--- config.mk ---
export PLATFORM = sky130hd
export DESIGN_NAME = p3ik_ctrl
export DESIGN_NICKNAME = d
export VERILOG_FILES = /design/src/hdl/p3ik_pkg.sv /design/src/hdl/p3ik_ctrl.sv
export SDC_FILE = /design/constraint.sdc
export NUM_CORES = 1
export LEC_CHECK = 0
export BUFFER_PORTS_ARGS = -buffer_cell sky130_fd_sc_hd__buf_2
export CAP_MARGIN = 20
export CELL_PAD_IN_SITES_DETAIL_PLACEMENT = 0
export CELL_PAD_IN_SITES_GLOBAL_PLACEMENT = 1
export CORE_MARGIN = 5
export CORE_UTILIZATION = 30
export CTS_CLUSTER_DIAMETER = 80
export DETAILED_ROUTE_END_ITERATION = 6
export GPL_TIMING_DRIVEN = 0
export PLACE_DENSITY_LB_ADDON = 0.1
export REMOVE_ABC_BUFFERS = 1
export SKIP_LAST_GASP = 1
export SLEW_MARGIN = 5
export SYNTH_ARGS = -nofsm -noshare
export SYNTH_HDL_FRONTEND = slang
export SYNTH_SLANG_ARGS = --single-unit
--- constraint.sdc ---
create_clock -name clk -period 4.3 [get_ports clk]
set_clock_uncertainty 0.05 [all_clocks]
set_input_delay 0.215 -clock clk [delete_from_list [all_inputs] [get_ports clk]]
set_output_delay 0.215 -clock clk [all_outputs]
set_load 0.005 [all_outputs]
--- src/hdl/p3ik_pkg.sv ---
// Shared types and constants for the planar three-link inverse kinematics block.
// Holds the datapath command set, the CORDIC arctangent table and the fixed-point constants.
// No dependencies.
package p3ik_pkg;

  localparam int LenW = 23;
  localparam int PosW = 24;
  localparam int AngW = 16;
  localparam int StepW = 5;
  localparam int CfgIdxW = 2;

  localparam logic [CfgIdxW-1:0] REG_UPPER = 2'd0;
  localparam logic [CfgIdxW-1:0] REG_FORE  = 2'd1;
  localparam logic [CfgIdxW-1:0] REG_TOOL  = 2'd2;

  localparam logic [LenW-1:0] UPPER_RESET = 23'd19661;
  localparam logic [LenW-1:0] FORE_RESET  = 23'd19661;
  localparam logic [LenW-1:0] TOOL_RESET  = 23'd6554;

  localparam logic signed [19:0] PI_Q13     = 20'sd25736;
  localparam logic signed [19:0] TWO_PI_Q13 = 20'sd51472;
  localparam logic signed [31:0] PI_Q24      = 32'sd52707179;
  localparam logic signed [31:0] HALF_PI_Q24 = 32'sd26353589;
  localparam logic signed [59:0] CORDIC_K_Q30 = 60'sd652032874;

  localparam logic [StepW-1:0] CORDIC_LAST = 5'd23;
  localparam logic [StepW-1:0] DIV_LAST    = 5'd30;
  localparam logic [StepW-1:0] SQRT_LAST   = 5'd30;

  localparam logic [31:0] ATAN_TAB [24] = '{
    32'd13176795, 32'd7778716, 32'd4110060, 32'd2086331, 32'd1047214, 32'd524117,
    32'd262123, 32'd131069, 32'd65536, 32'd32768, 32'd16384, 32'd8192,
    32'd4096, 32'd2048, 32'd1024, 32'd512, 32'd256, 32'd128,
    32'd64, 32'd32, 32'd16, 32'd8, 32'd4, 32'd2
  };

  typedef enum logic [4:0] {
    OP_IDLE,
    OP_LOAD,
    OP_ROT,
    OP_SC_SAVE,
    OP_MUL_CX,
    OP_WX,
    OP_WY,
    OP_SQY,
    OP_SQA,
    OP_SQB,
    OP_AB,
    OP_DEN,
    OP_DIV_INIT,
    OP_DIV,
    OP_MUL_QQ,
    OP_SQRT_INIT,
    OP_SQRT,
    OP_SIGN,
    OP_VLOAD_E,
    OP_VLOAD_Z,
    OP_VLOAD_G,
    OP_VEC,
    OP_SAVE_E,
    OP_SAVE_Z,
    OP_SAVE_G,
    OP_MUL_BS,
    OP_MUL_BC,
    OP_GX,
    OP_FINISH,
    OP_FAIL
  } dp_op_t;

  typedef struct packed {
    dp_op_t           op;
    logic [StepW-1:0] step;
  } dp_cmd_t;

  typedef struct packed {
    logic unreach;
    logic out_busy;
  } dp_status_t;

endpackage

--- src/hdl/p3ik_ctrl.sv ---
// Controller state machine for the inverse kinematics block.
// Sequences the datapath through CORDIC, division and square root. Depends on p3ik_pkg.
module p3ik_ctrl import p3ik_pkg::*; (
  input  logic       clk,
  input  logic       rst,
  input  logic       accept,
  input  dp_status_t status,
  output dp_cmd_t    cmd,
  output logic       idle
);

  typedef enum logic [4:0] {
    S_IDLE, S_ROT, S_SC_SAVE, S_MUL_CX, S_WX, S_WY, S_SQY, S_SQA, S_SQB, S_AB,
    S_DEN, S_CHECK, S_DIV, S_MUL_QQ, S_SQRT_INIT, S_SQRT, S_SIGN, S_VLOAD,
    S_VEC, S_VSAVE, S_MUL_BS, S_MUL_BC, S_GX, S_DONE, S_FAIL
  } state_t;

  typedef enum logic [1:0] {V_E, V_Z, V_G} vsel_t;

  state_t           state;
  vsel_t            vsel;
  logic [StepW-1:0] step;

  assign idle = (state == S_IDLE);

  always_comb begin
    cmd.step = step;
    case (state)
      S_IDLE:      cmd.op = accept ? OP_LOAD : OP_IDLE;
      S_ROT:       cmd.op = OP_ROT;
      S_SC_SAVE:   cmd.op = OP_SC_SAVE;
      S_MUL_CX:    cmd.op = OP_MUL_CX;
      S_WX:        cmd.op = OP_WX;
      S_WY:        cmd.op = OP_WY;
      S_SQY:       cmd.op = OP_SQY;
      S_SQA:       cmd.op = OP_SQA;
      S_SQB:       cmd.op = OP_SQB;
      S_AB:        cmd.op = OP_AB;
      S_DEN:       cmd.op = OP_DEN;
      S_CHECK:     cmd.op = status.unreach ? OP_IDLE : OP_DIV_INIT;
      S_DIV:       cmd.op = OP_DIV;
      S_MUL_QQ:    cmd.op = OP_MUL_QQ;
      S_SQRT_INIT: cmd.op = OP_SQRT_INIT;
      S_SQRT:      cmd.op = OP_SQRT;
      S_SIGN:      cmd.op = OP_SIGN;
      S_VLOAD: begin
        case (vsel)
          V_E:     cmd.op = OP_VLOAD_E;
          V_Z:     cmd.op = OP_VLOAD_Z;
          default: cmd.op = OP_VLOAD_G;
        endcase
      end
      S_VEC:       cmd.op = OP_VEC;
      S_VSAVE: begin
        case (vsel)
          V_E:     cmd.op = OP_SAVE_E;
          V_Z:     cmd.op = OP_SAVE_Z;
          default: cmd.op = OP_SAVE_G;
        endcase
      end
      S_MUL_BS:    cmd.op = OP_MUL_BS;
      S_MUL_BC:    cmd.op = OP_MUL_BC;
      S_GX:        cmd.op = OP_GX;
      S_DONE:      cmd.op = status.out_busy ? OP_IDLE : OP_FINISH;
      S_FAIL:      cmd.op = status.out_busy ? OP_IDLE : OP_FAIL;
      default:     cmd.op = OP_IDLE;
    endcase
  end

  always_ff @(posedge clk) begin
    if (rst) begin
      state <= S_IDLE;
      vsel  <= V_E;
      step  <= '0;
    end else begin
      case (state)
        S_IDLE: begin
          step <= '0;
          if (accept) begin
            state <= S_ROT;
          end
        end
        S_ROT: begin
          step <= step + 5'd1;
          if (step == CORDIC_LAST) begin
            step  <= '0;
            state <= S_SC_SAVE;
          end
        end
        S_SC_SAVE:   state <= S_MUL_CX;
        S_MUL_CX:    state <= S_WX;
        S_WX:        state <= S_WY;
        S_WY:        state <= S_SQY;
        S_SQY:       state <= S_SQA;
        S_SQA:       state <= S_SQB;
        S_SQB:       state <= S_AB;
        S_AB:        state <= S_DEN;
        S_DEN:       state <= S_CHECK;
        S_CHECK:     state <= status.unreach ? S_FAIL : S_DIV;
        S_DIV: begin
          step <= step + 5'd1;
          if (step == DIV_LAST) begin
            step  <= '0;
            state <= S_MUL_QQ;
          end
        end
        S_MUL_QQ:    state <= S_SQRT_INIT;
        S_SQRT_INIT: state <= S_SQRT;
        S_SQRT: begin
          step <= step + 5'd1;
          if (step == SQRT_LAST) begin
            step  <= '0;
            state <= S_SIGN;
          end
        end
        S_SIGN: begin
          vsel  <= V_E;
          state <= S_VLOAD;
        end
        S_VLOAD: begin
          step  <= '0;
          state <= S_VEC;
        end
        S_VEC: begin
          step <= step + 5'd1;
          if (step == CORDIC_LAST) begin
            step  <= '0;
            state <= S_VSAVE;
          end
        end
        S_VSAVE: begin
          case (vsel)
            V_E: begin
              vsel  <= V_Z;
              state <= S_VLOAD;
            end
            V_Z:     state <= S_MUL_BS;
            default: state <= S_DONE;
          endcase
        end
        S_MUL_BS:    state <= S_MUL_BC;
        S_MUL_BC:    state <= S_GX;
        S_GX: begin
          vsel  <= V_G;
          state <= S_VLOAD;
        end
        S_DONE, S_FAIL: begin
          if (!status.out_busy) begin
            state <= S_IDLE;
          end
        end
        default:     state <= S_IDLE;
      endcase
    end
  end

endmodule

==> summary.txt <==
Finish
  – Leading cell type in the layout, fill and taps excluded: sky130_fd_sc_hd__buf_2
  – Number of nets in the final layout: 163
  – Fraction of final layout cells with drive strength greater than 1: 16.1%
  – Leading cell types in the layout, fill and taps excluded: sky130_fd_sc_hd__buf_2, sky130_fd_sc_hd__nand2_1, sky130_fd_sc_hd__dfxtp_1
  – Non-filler cells, final: 203
  – Area of all placed cells without fillers: 1230 um2
  – Diode count: 0
  – Relative area change from synthesis to final layout: 10.8%

Power
  – Leak: 0.434 nW
  – Sw frac: 43.9%
  – Portion of total power attributed to sequential cells: 33.8%
  – Comb pwr share: 45.6%
  – Portion of total power attributed to the clock network: 20.6%
  – Power per unit of standard cell area: 493 nW/um2
  – Maximum ir drop on the vdd rail: 0.231 mV
  – Int Pwr: 0.000341 W
  – Switching pwr: 0.000266 W

Placement
  – Detail Placement HPWL: 2250 um
  – Placed cell areas: 1180 um2
  – Inst Count DP: 199
  – Port buffer count: 15
  – Routability-driven placement congestion ratio: 0.815

Timing
  – Total Negative Setup Slacks: 0 ns
  – Number of setup violations in the final report: 0
  – Relative slew slack: 37.9%
  – Fin. max-slew vios: 0
  – Tightest Pin Transition: 0.931 ns
  – Setup repair after global routing missed its margin: false
  – Highest achievable clock rate: 416 MHz
  – Period utilisation layout: 55.9%
  – Final critical delay including setup and external delays: 2.41 ns
  – Final-report hold violation count: 0
  – Worst slack on hold paths: 0.221 ns

Yosys
  – Number of flops mapped to enable cells by yosys: 0
  – Count of unique library cells instantiated by Yosys: 51
  – Fraction of synthesis flops using an asynchronous set or reset pin: 0%
  – Count of synthesis-stage warnings from yosys: 0
  – Synthesized flop and latch total: 12
  – Mapped cell area: 1110 um2
  – Gate Count Post-Synth: 149
  – Syn_area_per_cell: 7.46 um2
  – Prevailing post-synth register cell: sky130_fd_sc_hd__dfxtp_1
  – Fraction of the yosys area taken by sequential cells: 21.6%

Job
  – Max-cap viol count: 0

Clock network
  – Root buf cell: sky130_fd_sc_hd__clkbuf_8
  – Setup bufs post-CTS: 0
  – H-Tree Level Count: 1
  – CTS clock-pin slew for the worst setup and hold paths: 0.06 ns
  – Post-CTS Hold Buffers: 0
  – Count of cells resized by post-cts repair: 0
  – Clock buffer count from CTS: 3
  – Clock Latency Late Sink: 0.24 ns
  – TritonCTS clock tree: built
  – Max clock buf depth: 2
  – Number of clock sinks seen by CTS: 12

GRT
  – Largest net degree at the start of global routing: 28
  – Via count of the first global-routing pass: 1089
  – First-pass GRT wire length: 5460 um
  – Congestion Overflow GR: 0
  – Combined global-route utilization of all metal layers: 13.3%
  – Antenna violations before repair: 0

Setup path
  – Critical path launch point: state[1]
  – Start-to-end type of the worst setup path: flop to flop
  – Worst Setup Start Kind: flop
  – Required time reported for the critical path endpoint: 4.42 ns
  – Reg2Reg Capture Point: step[1]
  – Reg2reg setup slack: 1.89 ns
  – Worst Setup End Kind: flop
  – FF-to-FF path depth: 5
  – Maximum fanout encountered on the critical timing path: 23
  – Reg2reg start: state[1]
  – Crit path DAT: 2.52 ns

Worst hold path
  – Type of the worst min-delay path: input port to flop
  – Hold Startpoint: rst
  – Worst Hold Path EP: vsel[1]
  – Cells on Worst Hold Path: 2

Floorplan
  – Vertical die dimension: 70.9 um
  – Total core area: 3630 um2
  – # rows: 22
  – DIE WIDTH: 70.9 um
  – Starting utilization of the core area: 30.6%
  – Die Footprint: 5020 um2
  – Top-Level Pins: 16

Route
  – DRC viols: 0
  – Routed wirelength normalized by instance count: 15.5 um
  – Final antenna-violating net count: 0
  – Drt first-iter violations: 75
  – Routed wire length: 3150 um
  – Count of TritonRoute iterations in the first routing pass: 4
  – Routed vias/inst: 5.54
  – Overall via count from detail_route: 1124

Status
  – Run status: complete, no violations
==> synthesized netlist by cell type (all sizes together), types with 2 or more instances <==
library cell,count,share of area (%)
inv,5,1.7
a2111oi,3,4.1
nand4,2,1.1
nand2b,5,2.8
nand3,7,3.2
o211ai,2,1.4
nand2,12,4.1
or3,4,2.3
xnor2,5,3.9
nor2,12,4.7
a211oi,3,2.5
a31oi,3,1.7
dfxtp,12,22
o21ai,12,5.4
o31ai,2,1.4
a21oi,11,5.0
buf,7,4.2
ha,2,2.3
nor3b,2,1.4
nor2b,3,1.7
clkbuf,6,2.1
nor3,6,2.7
nand4b,2,1.6
==> critical path: stages (launching register included) <==
cell and delay (ns):
sky130_fd_sc_hd__dfxtp_1 0.85, sky130_fd_sc_hd__nor2b_1 0.26, sky130_fd_sc_hd__a2111oi_4 0.59, sky130_fd_sc_hd__nor2_4 0.10
sky130_fd_sc_hd__a31o_2 0.29, sky130_fd_sc_hd__a211oi_2 0.18
==> cell families (layout without fill, tap and decap cells) <==
| kind of cell | count (synthesis) | after routing | synth area share, % |
|---|---|---|---|
| AO/OA/AOI/OAI | 46 | 46 | 29.2 |
| XOR/XNOR | 5 | 5 | 3.94 |
| adder cells (fa/ha/maj) | 2 | 2 | 2.25 |
| buffers and inverters | 18 | 24 | 8.00 |
| flip-flops | 12 | 12 | 21.6 |
| multiplexers | 1 | 1 | 0.901 |
| AND/OR/NAND/NOR | 65 | 65 | 34.1 |
==> worst max-delay path by stage <==
stage | cells after the start | end | slack (ns)
3_3_place_gp | 5 | step[1] | 1.92
4_1_cts | 5 | step[1] | 1.91
3_5_place_dp | 5 | step[1] | 1.92
2_1_floorplan | 5 | step[1] | 2.33
5_1_grt | 5 | step[1] | 1.66
6_report | 5 | step[1] | 1.89
==> layout make-up <==
cell class                 instances  area, um2
fill                             416       2400
multi-input combinational        119        782
sequential                        12        240
timing repair buffer              15       75.1
tap                               48       60.1
clock buffer                       4       55.1
inverter                           5       18.8
==> state kept, by name (all words and copies together) (netlist names) <==
name	count
state	5
vsel	2
step	5
==> through the flow <==
step | power [W] | utilization, % | worst slack (ns)
2_1_floorplan | 0.000386 | - | 2.33
3_3_place_gp | 0.000486 | 32.4 | 1.92
3_5_place_dp | 0.000485 | 32.4 | 1.92
4_1_cts | 0.000615 | 33.9 | 1.91
5_1_grt | 0.000661 | 33.9 | 1.66
6_report | 0.000607 | 33.9 | 1.89
==> metal layers <==
metal,routed length [um],track usage [%],vias up
li1,-,-,568
met1,1610,19.5,525
met2,1390,20.3,29
met3,142,3.55,2
met4,13,1.25,0
met5,0,0,-
==> power groups by stage <==
stage	Combinational (W)	Sequential [W]	Clock (W)
2_1_floorplan	0.000200	0.000185	0
3_3_place_gp	0.000278	0.000208	0
3_5_place_dp	0.000277	0.000208	0
4_1_cts	0.000279	0.000206	0.000129
5_1_grt	0.000307	0.000218	0.000137
6_report	0.000276	0.000205	0.000125
Power figures use the tool's default switching activity.
